<file path="config.mk">
export PLATFORM = sky130hd
export DESIGN_NAME = per_key_serial_dispatcher_top
export DESIGN_NICKNAME = d
export VERILOG_FILES = /design/src/rtl/core/pksd_pkg.sv /design/src/rtl/core/pksd_ready_fifo.sv /design/src/rtl/core/pksd_slot_mem.sv /design/src/rtl/core/per_key_serial_dispatcher_top.sv
export SDC_FILE = /design/constraint.sdc
export NUM_CORES = 2
export LEC_CHECK = 0
export ABC_AREA = 1
export BUFFER_PORTS_ARGS = -buffer_cell sky130_fd_sc_hd__buf_4
export CORE_MARGIN = 5
export CORE_UTILIZATION = 60
export CTS_BUF_LIST = sky130_fd_sc_hd__clkbuf_8
export DETAILED_ROUTE_END_ITERATION = 6
export PLACE_DENSITY = 0.82
export SYNTH_ARGS = -nofsm -noshare
export SYNTH_HDL_FRONTEND = slang
export SYNTH_SLANG_ARGS = --single-unit
</file>
<file path="constraint.sdc">
create_clock -name clk -period 6.8 [get_ports clk]
set_clock_uncertainty 0.05 [all_clocks]
set_input_delay 0.68 -clock clk [delete_from_list [all_inputs] [get_ports clk]]
set_output_delay 0.68 -clock clk [all_outputs]
set_load 0.05 [all_outputs]
</file>
<file path="src/rtl/core/pksd_pkg.sv">
package pksd_pkg;

    localparam int CNT_W = 6;
    localparam int KEY_W = 4;
    localparam logic [CNT_W-1:0] CNT_MAX = 6'd63;
    localparam logic [CNT_W-1:0] DEPTH_RST = 6'd32;

    typedef enum logic [1:0] {
        REQ_PUSH   = 2'd0,
        REQ_TAKE   = 2'd1,
        REQ_FINISH = 2'd2,
        REQ_DRAIN  = 2'd3
    } req_t;

    typedef enum logic [3:0] {
        ST_IDLE,
        ST_PUSH,
        ST_FINISH,
        ST_TAKE_REQ,
        ST_TAKE_CHK,
        ST_TAKE_POP,
        ST_DRAIN_KEY,
        ST_DRAIN_POP,
        ST_EMPTY
    } state_t;

    typedef struct packed {
        logic push;
        logic pop;
        logic flush;
    } rf_ctl_t;

    typedef struct packed {
        logic set_used;
        logic clr_used;
        logic link_we;
        logic rd_en;
    } slot_ctl_t;

endpackage

</file>
<file path="src/rtl/core/pksd_ready_fifo.sv">
module pksd_ready_fifo
    import pksd_pkg::*;
#(
    parameter int DEPTH = 32,
    parameter int KW = 4
)
(
    input  logic          clk,
    input  logic          rst_n,
    input  rf_ctl_t       ctl,
    input  logic [KW-1:0] push_key,
    output logic [KW-1:0] rd_key,
    output logic          nonempty
);

    localparam int PW = $clog2(DEPTH);
    localparam int NW = $clog2(DEPTH + 1);

    logic [KW-1:0] mem [DEPTH];
    logic [PW-1:0] rd_ptr_reg;
    logic [PW-1:0] wr_ptr_reg;
    logic [NW-1:0] count_reg;
    logic [KW-1:0] rd_key_reg;
    logic          full;
    logic          do_push;

    assign full     = (count_reg == NW'(DEPTH));
    assign do_push  = ctl.push && !full;
    assign nonempty = (count_reg != '0);
    assign rd_key   = rd_key_reg;

    function automatic logic [PW-1:0] wrap_inc(input logic [PW-1:0] p);
        wrap_inc = (p == PW'(DEPTH - 1)) ? '0 : p + PW'(1);
    endfunction

    always_ff @(posedge clk or negedge rst_n)
    begin
        if (!rst_n)
        begin
            rd_ptr_reg <= '0;
            wr_ptr_reg <= '0;
            count_reg  <= '0;
        end
        else if (ctl.flush)
        begin
            rd_ptr_reg <= wr_ptr_reg;
            count_reg  <= '0;
        end
        else
        begin
            if (do_push)
            begin
                wr_ptr_reg <= wrap_inc(wr_ptr_reg);
            end
            if (ctl.pop)
            begin
                rd_ptr_reg <= wrap_inc(rd_ptr_reg);
            end
            if (do_push && !ctl.pop)
            begin
                count_reg <= count_reg + NW'(1);
            end
            else if (ctl.pop && !do_push)
            begin
                count_reg <= count_reg - NW'(1);
            end
        end
    end

    always_ff @(posedge clk)
    begin
        if (do_push)
        begin
            mem[wr_ptr_reg] <= push_key;
        end
        if (ctl.pop)
        begin
            rd_key_reg <= mem[rd_ptr_reg];
        end
    end

endmodule

</file>
<file path="src/rtl/core/pksd_slot_mem.sv">
module pksd_slot_mem
    import pksd_pkg::*;
#(
    parameter int TC = 32,
    parameter int HB = 32
)
(
    input  logic                   clk,
    input  logic                   rst_n,
    input  slot_ctl_t              ctl,
    input  logic [$clog2(TC)-1:0]  set_addr,
    input  logic [HB-1:0]          set_handle,
    input  logic [$clog2(TC)-1:0]  clr_addr,
    input  logic [$clog2(TC)-1:0]  link_addr,
    input  logic [$clog2(TC)-1:0]  link_data,
    input  logic [$clog2(TC)-1:0]  rd_addr,
    output logic [HB-1:0]          rd_handle,
    output logic [$clog2(TC)-1:0]  rd_link,
    output logic                   free_valid,
    output logic [$clog2(TC)-1:0]  free_idx,
    output logic [TC-1:0]          used_vec
);

    localparam int SW = $clog2(TC);

    logic [HB-1:0] handle_mem [TC];
    logic [SW-1:0] link_mem [TC];
    logic [TC-1:0] used_reg;
    logic [HB-1:0] rd_handle_reg;
    logic [SW-1:0] rd_link_reg;

    assign used_vec  = used_reg;
    assign rd_handle = rd_handle_reg;
    assign rd_link   = rd_link_reg;

    always_comb
    begin
        free_valid = 1'b0;
        free_idx   = '0;
        for (int i = TC - 1; i >= 0; i--)
        begin
            if (!used_reg[i])
            begin
                free_valid = 1'b1;
                free_idx   = SW'(i);
            end
        end
    end

    always_ff @(posedge clk or negedge rst_n)
    begin
        if (!rst_n)
        begin
            used_reg <= '0;
        end
        else
        begin
            if (ctl.set_used)
            begin
                used_reg[set_addr] <= 1'b1;
            end
            if (ctl.clr_used)
            begin
                used_reg[clr_addr] <= 1'b0;
            end
        end
    end

    always_ff @(posedge clk)
    begin
        if (ctl.set_used)
        begin
            handle_mem[set_addr] <= set_handle;
        end
        if (ctl.link_we)
        begin
            link_mem[link_addr] <= link_data;
        end
        if (ctl.rd_en)
        begin
            rd_handle_reg <= handle_mem[rd_addr];
            rd_link_reg   <= link_mem[rd_addr];
        end
    end

endmodule

</file>
<file path="src/rtl/core/per_key_serial_dispatcher_top.sv">
// Channel  Handshake            Beat contents
// in       in_valid / in_stall  req_type, key_id, request_handle
// out      out_valid/ out_stall accepted, has_request, out_handle, out_key,
//                               queued_total, ready_pending, last
// cfg      cfg_we               cfg_wdata -> max_depth
// Push and finish each pass through their own state; take pops and checks ready
// entries until one is usable, then reads and pops its head handle. Drain walks
// the keys, paced by the one slot memory read port, reading each handle in turn.
// Reset clears all control state at once; no clearing pass.
// A request is taken only when the output register is free; each result beat
// waits in its state while the output register holds a stalled beat.
module per_key_serial_dispatcher_top
    import pksd_pkg::*;
#(
    parameter int NUM_KEYS = 16,
    parameter int TOTAL_CAPACITY = 32,
    parameter int HANDLE_BITS = 32
)
(
    input  logic                   clk,
    input  logic                   rst_n,
    input  logic                   cfg_we,
    input  logic [CNT_W-1:0]       cfg_wdata,
    input  logic                   in_valid,
    output logic                   in_stall,
    input  logic [1:0]             req_type,
    input  logic [KEY_W-1:0]       key_id,
    input  logic [HANDLE_BITS-1:0] request_handle,
    output logic                   out_valid,
    input  logic                   out_stall,
    output logic                   accepted,
    output logic                   has_request,
    output logic [HANDLE_BITS-1:0] out_handle,
    output logic [KEY_W-1:0]       out_key,
    output logic [CNT_W-1:0]       queued_total,
    output logic                   ready_pending,
    output logic                   last
);

    localparam int KW  = $clog2(NUM_KEYS);
    localparam int KXW = (KW > KEY_W) ? KW : KEY_W;
    localparam int SW  = $clog2(TOTAL_CAPACITY);
    localparam int UW  = $clog2(TOTAL_CAPACITY + 1);
    localparam int CW  = (UW > CNT_W) ? UW : CNT_W;

    state_t state_reg, state_next;

    logic [CNT_W-1:0]       max_depth_reg;
    logic [CNT_W-1:0]       total_reg, total_next;
    logic [UW-1:0]          used_cnt_reg, used_cnt_next;
    logic [KW-1:0]          cur_key_reg, cur_key_next;
    logic [1:0]             in_type_reg;
    logic [KEY_W-1:0]       in_key_reg;
    logic [HANDLE_BITS-1:0] in_handle_reg;

    logic                   present_reg [NUM_KEYS];
    logic                   busy_reg [NUM_KEYS];
    logic [UW-1:0]          wait_reg [NUM_KEYS];
    logic [SW-1:0]          head_reg [NUM_KEYS];
    logic [SW-1:0]          tail_reg [NUM_KEYS];

    logic                   out_valid_reg;
    logic                   out_acc_reg, out_has_reg, out_last_reg;
    logic [HANDLE_BITS-1:0] out_handle_reg;
    logic [KW-1:0]          out_key_reg;

    logic                   out_free, in_acc;
    logic                   out_load, o_acc, o_has, o_last;
    logic [KW-1:0]          ki;
    logic                   key_en;
    logic                   p_n, b_n;
    logic [UW-1:0]          w_n;
    logic [SW-1:0]          h_n, t_n;
    logic                   key_ok;
    logic [KXW-1:0]         in_key_x;

    rf_ctl_t                fctl;
    logic [KW-1:0]          f_push_key;
    logic [KW-1:0]          f_rd_key;
    logic                   f_nonempty;

    slot_ctl_t              sctl;
    logic [SW-1:0]          s_rd_addr, s_link_addr, s_clr_addr;
    logic [HANDLE_BITS-1:0] s_rd_handle;
    logic [SW-1:0]          s_rd_link;
    logic                   s_free_valid;
    logic [SW-1:0]          s_free_idx;
    logic [TOTAL_CAPACITY-1:0] s_used_vec;

    pksd_ready_fifo #(
        .DEPTH (TOTAL_CAPACITY),
        .KW    (KW)
    ) u_ready (
        .clk      (clk),
        .rst_n    (rst_n),
        .ctl      (fctl),
        .push_key (f_push_key),
        .rd_key   (f_rd_key),
        .nonempty (f_nonempty)
    );

    pksd_slot_mem #(
        .TC (TOTAL_CAPACITY),
        .HB (HANDLE_BITS)
    ) u_slots (
        .clk        (clk),
        .rst_n      (rst_n),
        .ctl        (sctl),
        .set_addr   (s_free_idx),
        .set_handle (in_handle_reg),
        .clr_addr   (s_clr_addr),
        .link_addr  (s_link_addr),
        .link_data  (s_free_idx),
        .rd_addr    (s_rd_addr),
        .rd_handle  (s_rd_handle),
        .rd_link    (s_rd_link),
        .free_valid (s_free_valid),
        .free_idx   (s_free_idx),
        .used_vec   (s_used_vec)
    );

    assign out_free = !out_valid_reg || !out_stall;
    assign in_stall = !((state_reg == ST_IDLE) && out_free);
    assign in_acc   = in_valid && !in_stall;
    assign in_key_x = KXW'(in_key_reg);
    assign key_ok   = ({1'b0, in_key_x} < (KXW + 1)'(NUM_KEYS));

    always_comb
    begin
        state_next    = state_reg;
        total_next    = total_reg;
        used_cnt_next = used_cnt_reg;
        cur_key_next  = cur_key_reg;
        out_load      = 1'b0;
        o_acc         = 1'b0;
        o_has         = 1'b0;
        o_last        = 1'b1;
        fctl          = '0;
        f_push_key    = in_key_x[KW-1:0];
        sctl          = '0;
        s_rd_addr     = '0;
        s_link_addr   = '0;
        s_clr_addr    = '0;
        key_en        = 1'b0;
        ki            = cur_key_reg;
        p_n           = 1'b0;
        b_n           = 1'b0;
        w_n           = '0;
        h_n           = '0;
        t_n           = '0;

        unique case (state_reg)
            ST_PUSH, ST_FINISH:
            begin
                ki = in_key_x[KW-1:0];
            end
            ST_TAKE_CHK:
            begin
                ki = f_rd_key;
            end
            default:
            begin
                ki = cur_key_reg;
            end
        endcase

        p_n = present_reg[ki];
        b_n = busy_reg[ki];
        w_n = wait_reg[ki];
        h_n = head_reg[ki];
        t_n = tail_reg[ki];

        unique case (state_reg)
            ST_IDLE:
            begin
                if (in_acc)
                begin
                    unique case (req_t'(req_type))
                        REQ_PUSH:   state_next = ST_PUSH;
                        REQ_TAKE:   state_next = ST_TAKE_REQ;
                        REQ_FINISH: state_next = ST_FINISH;
                        REQ_DRAIN:
                        begin
                            fctl.flush   = 1'b1;
                            cur_key_next = '0;
                            if (CW'(total_reg) > CW'(used_cnt_reg))
                            begin
                                total_next = CNT_W'(CW'(total_reg) - CW'(used_cnt_reg));
                            end
                            else
                            begin
                                total_next = '0;
                            end
                            state_next = (used_cnt_reg == '0) ? ST_EMPTY : ST_DRAIN_KEY;
                        end
                    endcase
                end
            end
            ST_PUSH:
            begin
                if (out_free)
                begin
                    out_load   = 1'b1;
                    state_next = ST_IDLE;
                    if (key_ok && (total_reg < max_depth_reg) && s_free_valid)
                    begin
                        o_acc         = 1'b1;
                        sctl.set_used = 1'b1;
                        key_en        = 1'b1;
                        if (wait_reg[ki] == '0)
                        begin
                            h_n = s_free_idx;
                        end
                        else
                        begin
                            sctl.link_we = 1'b1;
                            s_link_addr  = tail_reg[ki];
                        end
                        t_n           = s_free_idx;
                        w_n           = wait_reg[ki] + UW'(1);
                        p_n           = 1'b1;
                        used_cnt_next = used_cnt_reg + UW'(1);
                        if (total_reg < CNT_MAX)
                        begin
                            total_next = total_reg + CNT_W'(1);
                        end
                        fctl.push = !busy_reg[ki] && (wait_reg[ki] == '0);
                    end
                end
            end
            ST_FINISH:
            begin
                if (out_free)
                begin
                    out_load   = 1'b1;
                    state_next = ST_IDLE;
                    if (key_ok && present_reg[ki])
                    begin
                        key_en = 1'b1;
                        b_n    = 1'b0;
                        if (total_reg != '0)
                        begin
                            total_next = total_reg - CNT_W'(1);
                        end
                        if (wait_reg[ki] == '0)
                        begin
                            p_n = 1'b0;
                        end
                        else
                        begin
                            fctl.push = 1'b1;
                        end
                    end
                end
            end
            ST_TAKE_REQ:
            begin
                if (f_nonempty)
                begin
                    fctl.pop   = 1'b1;
                    state_next = ST_TAKE_CHK;
                end
                else
                begin
                    state_next = ST_EMPTY;
                end
            end
            ST_TAKE_CHK:
            begin
                if (!present_reg[ki] || busy_reg[ki] || (wait_reg[ki] == '0))
                begin
                    state_next = ST_TAKE_REQ;
                end
                else
                begin
                    key_en       = 1'b1;
                    b_n          = 1'b1;
                    sctl.rd_en   = 1'b1;
                    s_rd_addr    = head_reg[ki];
                    cur_key_next = f_rd_key;
                    state_next   = ST_TAKE_POP;
                end
            end
            ST_TAKE_POP, ST_DRAIN_POP:
            begin
                if (out_free)
                begin
                    out_load      = 1'b1;
                    o_has         = 1'b1;
                    key_en        = 1'b1;
                    h_n           = s_rd_link;
                    w_n           = wait_reg[ki] - UW'(1);
                    sctl.clr_used = 1'b1;
                    s_clr_addr    = head_reg[ki];
                    used_cnt_next = used_cnt_reg - UW'(1);
                    if (state_reg == ST_TAKE_POP)
                    begin
                        state_next = ST_IDLE;
                    end
                    else
                    begin
                        o_last = (used_cnt_reg == UW'(1));
                        if (o_last)
                        begin
                            state_next = ST_IDLE;
                        end
                        else
                        begin
                            state_next = ST_DRAIN_KEY;
                            if (wait_reg[ki] == UW'(1))
                            begin
                                cur_key_next = cur_key_reg + KW'(1);
                            end
                        end
                    end
                end
            end
            ST_DRAIN_KEY:
            begin
                if (wait_reg[ki] != '0)
                begin
                    sctl.rd_en = 1'b1;
                    s_rd_addr  = head_reg[ki];
                    state_next = ST_DRAIN_POP;
                end
                else
                begin
                    cur_key_next = cur_key_reg + KW'(1);
                end
            end
            ST_EMPTY:
            begin
                if (out_free)
                begin
                    out_load   = 1'b1;
                    state_next = ST_IDLE;
                end
            end
            default:
            begin
                state_next = ST_IDLE;
            end
        endcase
    end

    always_ff @(posedge clk or negedge rst_n)
    begin
        if (!rst_n)
        begin
            state_reg     <= ST_IDLE;
            max_depth_reg <= DEPTH_RST;
            total_reg     <= '0;
            used_cnt_reg  <= '0;
            cur_key_reg   <= '0;
            out_valid_reg <= 1'b0;
            for (int i = 0; i < NUM_KEYS; i++)
            begin
                present_reg[i] <= 1'b0;
                busy_reg[i]    <= 1'b0;
                wait_reg[i]    <= '0;
            end
        end
        else
        begin
            state_reg    <= state_next;
            total_reg    <= total_next;
            used_cnt_reg <= used_cnt_next;
            cur_key_reg  <= cur_key_next;
            if (cfg_we)
            begin
                max_depth_reg <= cfg_wdata;
            end
            if (out_load)
            begin
                out_valid_reg <= 1'b1;
            end
            else if (!out_stall)
            begin
                out_valid_reg <= 1'b0;
            end
            if (key_en)
            begin
                present_reg[ki] <= p_n;
                busy_reg[ki]    <= b_n;
                wait_reg[ki]    <= w_n;
            end
        end
    end

    always_ff @(posedge clk)
    begin
        if (in_acc)
        begin
            in_type_reg   <= req_type;
            in_key_reg    <= key_id;
            in_handle_reg <= request_handle;
        end
        if (key_en)
        begin
            head_reg[ki] <= h_n;
            tail_reg[ki] <= t_n;
        end
        if (out_load)
        begin
            out_acc_reg    <= o_acc;
            out_has_reg    <= o_has;
            out_last_reg   <= o_last;
            out_handle_reg <= o_has ? s_rd_handle : '0;
            out_key_reg    <= o_has ? cur_key_reg : '0;
        end
    end

    assign out_valid     = out_valid_reg;
    assign accepted      = out_acc_reg;
    assign has_request   = out_has_reg;
    assign out_handle    = out_handle_reg;
    assign out_key       = KEY_W'(KXW'(out_key_reg));
    assign last          = out_last_reg;
    assign queued_total  = total_reg;
    assign ready_pending = f_nonempty;

    a_used_match: assert property (@(posedge clk) disable iff (!rst_n)
        (state_reg == ST_IDLE) |-> ($countones(s_used_vec) == int'(used_cnt_reg)))
        else $error("used slot count out of step with slot flags");

    a_accept_empties_out: assert property (@(posedge clk) disable iff (!rst_n)
        in_acc |=> !out_valid_reg)
        else $error("request taken while a result beat was pending");

    a_acc_no_handle: assert property (@(posedge clk) disable iff (!rst_n)
        (out_valid_reg && out_acc_reg) |-> !out_has_reg)
        else $error("push result carries a handle");

    a_push_type: assert property (@(posedge clk) disable iff (!rst_n)
        (state_reg == ST_PUSH) |-> (in_type_reg == REQ_PUSH))
        else $error("push sequence entered for another request");

endmodule
</file>
==> impl_metrics.ini <==
[outcome]
status = complete, but fails checks
violations = max-slew violations

[detailed_routing]
drc = 0
via_count = 57336
drt-initial-drc-count = 8406
ant_nets = 0
via_per_inst = 6.07
wl_per_cell_um = 22.8
drt_pass1_iterations = 7
wirelength_mm = 216

[synth]
yosys_warnings = 0
synth_top_family_by_area = simple AND/OR/NAND/NOR gates
synth_ff_type = edfxtp_1
synthAdderAreaFrac = 0.00616
ys_top_cells_by_count = 1588 x edfxtp_1, 1355 x nand3_1, 1348 x nand2_1, 1200 x inv_1, 260 x nand3b_1
yosysTopAreaCellShare = 0.605
synthDistinctLibCells = 58
synthArstFlopShare = 0.113
synth_fp_nets = 7404
synth_xor_area_frac = 0.00255
synth_most_common_cell = edfxtp_1
synthMuxAreaShare = 0.00217
synth-simple-area-share = 0.195
post_synth_instance_area_um2 = 78900
yosysSeqAreaShare = 0.669
synth.largest_area_cell = edfxtp_1
ys_seq_elements = 1791
synthCells = 7318
synthTopCellsByArea = edfxtp_1 60%, nand3_1 8.6%, nand2_1 6.4%
synth_compound_area_frac = 0.0420
syn_area_per_cell_um2 = 10.8
synth_edf_count = 1588

[layout]
top_register = u_slots.handle_mem
area_growth_pct = 10.1
drive_above_1_share = 0.0848
largest_register_ffs = 1024
top_regs = u_slots.handle_mem: 1024 flops, u_slots.link_mem: 160 flops, u_ready.mem: 128 flops
fin_util = 0.663
nets = 7575

[placement]
portBuffers = 96
gp_congestion = 0.894
hpwlAfterDp_mm = 119

[grt]
antenna_found_initial = 5
grt_pass1_vias = 56435
grt_start_max_net_pins = 245
track_usage = 0.307
grt_pass1_wl_mm = 325
overflow = 0

[worst_setup_path]
crit_slowest_cell = nor2_4
r2r-end = u_slots.rd_handle[6]
critical_path_arrival_ps = 7210
endpoint = u_slots.rd_handle[6]
rr_startpoint = state_reg[1]
start_kind = flop
cpMostUsedCell = nand2_1
cp.required_ps = 7560
end_kind = flop
reg2reg_depth = 27
path_class = flop to flop
slowest_delay_ps = 660
worstPathMaxFanout = 116
r2r_setup_slack_ps = 350
crit_start = state_reg[1]

[cts]
cts_buffer_depth = 4
path_clk_slew_ps = 60
clock_latency_ps = 980
root_buffer = clkbuf_8
clock-sinks = 1791
cts-htree-levels = 5
post_cts_resized = 0
cts_tree = yes
cts_buffers = 291

[power]
p_int_uw = 21700
p_clk_frac = 0.232
p_sw_uw = 14400
p_comb_frac = 0.356
p_leak_uw = 0.0353
p_seq_frac = 0.412
max-vdd-ir-drop_uv = 401
power_density_nw_per_um2 = 416
switching_share = 0.398

[sta]
clock.fmax_ghz = 0.155
setup_viol = 0
whs_ps = 131
maxSlewHeadroom = -0.0192
tns_ps = 0
tightest_slew_ps = 1530
period_needed_ps = 6450
slew_violations = 33
rsz0062_at_grt = no
period_share = 0.948
hold_viol = 0

[floorplan]
die_w_um = 373
dieArea_um2 = 139000
die_y_um = 373
start_util = 0.602
core_um2 = 131000
rows = 133
io_pins = 97

[min_path]
hp-class = primary input to flop

[flow_run]
max_cap_violations = 0
-- final cells by class --
type	instances	area, um^2
antenna	2	5.00
clock buffer	308	4240
inverter	1221	4610
tap	1755	2200
timing repair buffer	276	2460
clock inverter	183	831
multi-input combinational	3908	19700
sequential	1791	52800
fill	9032	44200
-- critical path: cells and delay by family, from the launching register on --
kind | cells | cell delay, ps
compound gates | 3 | 470
fa+ha+maj | 1 | 200
buf+inv | 6 | 1630
flops | 1 | 440
simple gates | 17 | 3320
-- power groups by stage --
stage	sequential [uW]	clock [uW]	combinational, uW
after floorplan	15100	0	8160
after global placement	15000	0	12000
after detailed placement	15000	0	12400
after CTS	14800	8420	12500
after global routing	14900	8990	13800
final	14900	8390	12800
-- per-layer routing --
metal | track usage | up-vias | routed length, um
li1 | - | 25139 | -
met1 | 0.398 | 27256 | 76400
met2 | 0.484 | 4148 | 99900
met3 | 0.0789 | 791 | 27400
met4 | 0.159 | 2 | 11900
met5 | 0 | - | 5
-- timing repair --
| action | CTS | global route |
|---|---|---|
| buffers inserted | 0 | 1 |
| endpoints found under the setup margin | 0 | 23 |
| hold buffers | 55 | 0 |
| endpoints found under the hold margin | 94 | 0 |
-- cells by family after synthesis --
kind of cell	count (synthesis)
mux	17
xor+xnor	23
fa+ha+maj	37
buf+inv	1619
simple gates	3303
compound gates	528
flops	1791
-- metrics by stage --
step                total power [uW]  worst slack [ps]  cells  instance area, um^2
floorplan                      23300              1090   7318                78900
global placement               27000               661   8894                81200
detailed placement             27400               407   8894                81200
CTS                            35700               386   9440                86800
global route                   37700              3.34   9443                86800
finish                         36100               350   9444                86800
-- worst min-delay path by stage --
| stage | slack (ps) | cells past startpoint | end | start |
|---|---|---|---|---|
| floorplan | 330 | 0 | busy_reg[0] | rst_n |
| global placement | 410 | 2 | wait_reg[39] | wait_reg[39] |
| detailed placement | 420 | 2 | wait_reg[69] | wait_reg[69] |
| CTS | 50 | 5 | state_reg[1] | req_type[0] |
| global route | 100 | 5 | state_reg[1] | req_type[0] |
| finish | 130 | 5 | state_reg[1] | req_type[0] |
-- placed cells by master (no fill, tap or decap), types with 6 or more instances in the layout --
master	instances
a21oi_1	66
a22oi_1	101
a31oi_1	7
a32oi_1	16
buf_12	19
buf_4	200
clkbuf_8	309
clkinv_1	79
clkinv_2	20
dfrtp_1	200
dlygate4sd3_1	55
edfxtp_1	1588
ha_1	34
inv_1	1259
inv_2	34
mux2i_1	16
nand2_1	1347
nand3_1	1355
nand3b_1	260
nand4_1	37
nor2_1	237
nor2_2	10
nor2_4	22
nor3_1	11
o211ai_1	19
o21ai_0	194
o21ai_1	29
o221ai_1	23
o22a_1	12
o22ai_1	34
xnor2_1	6
xor2_1	17
(Power assumes the default switching activity.)
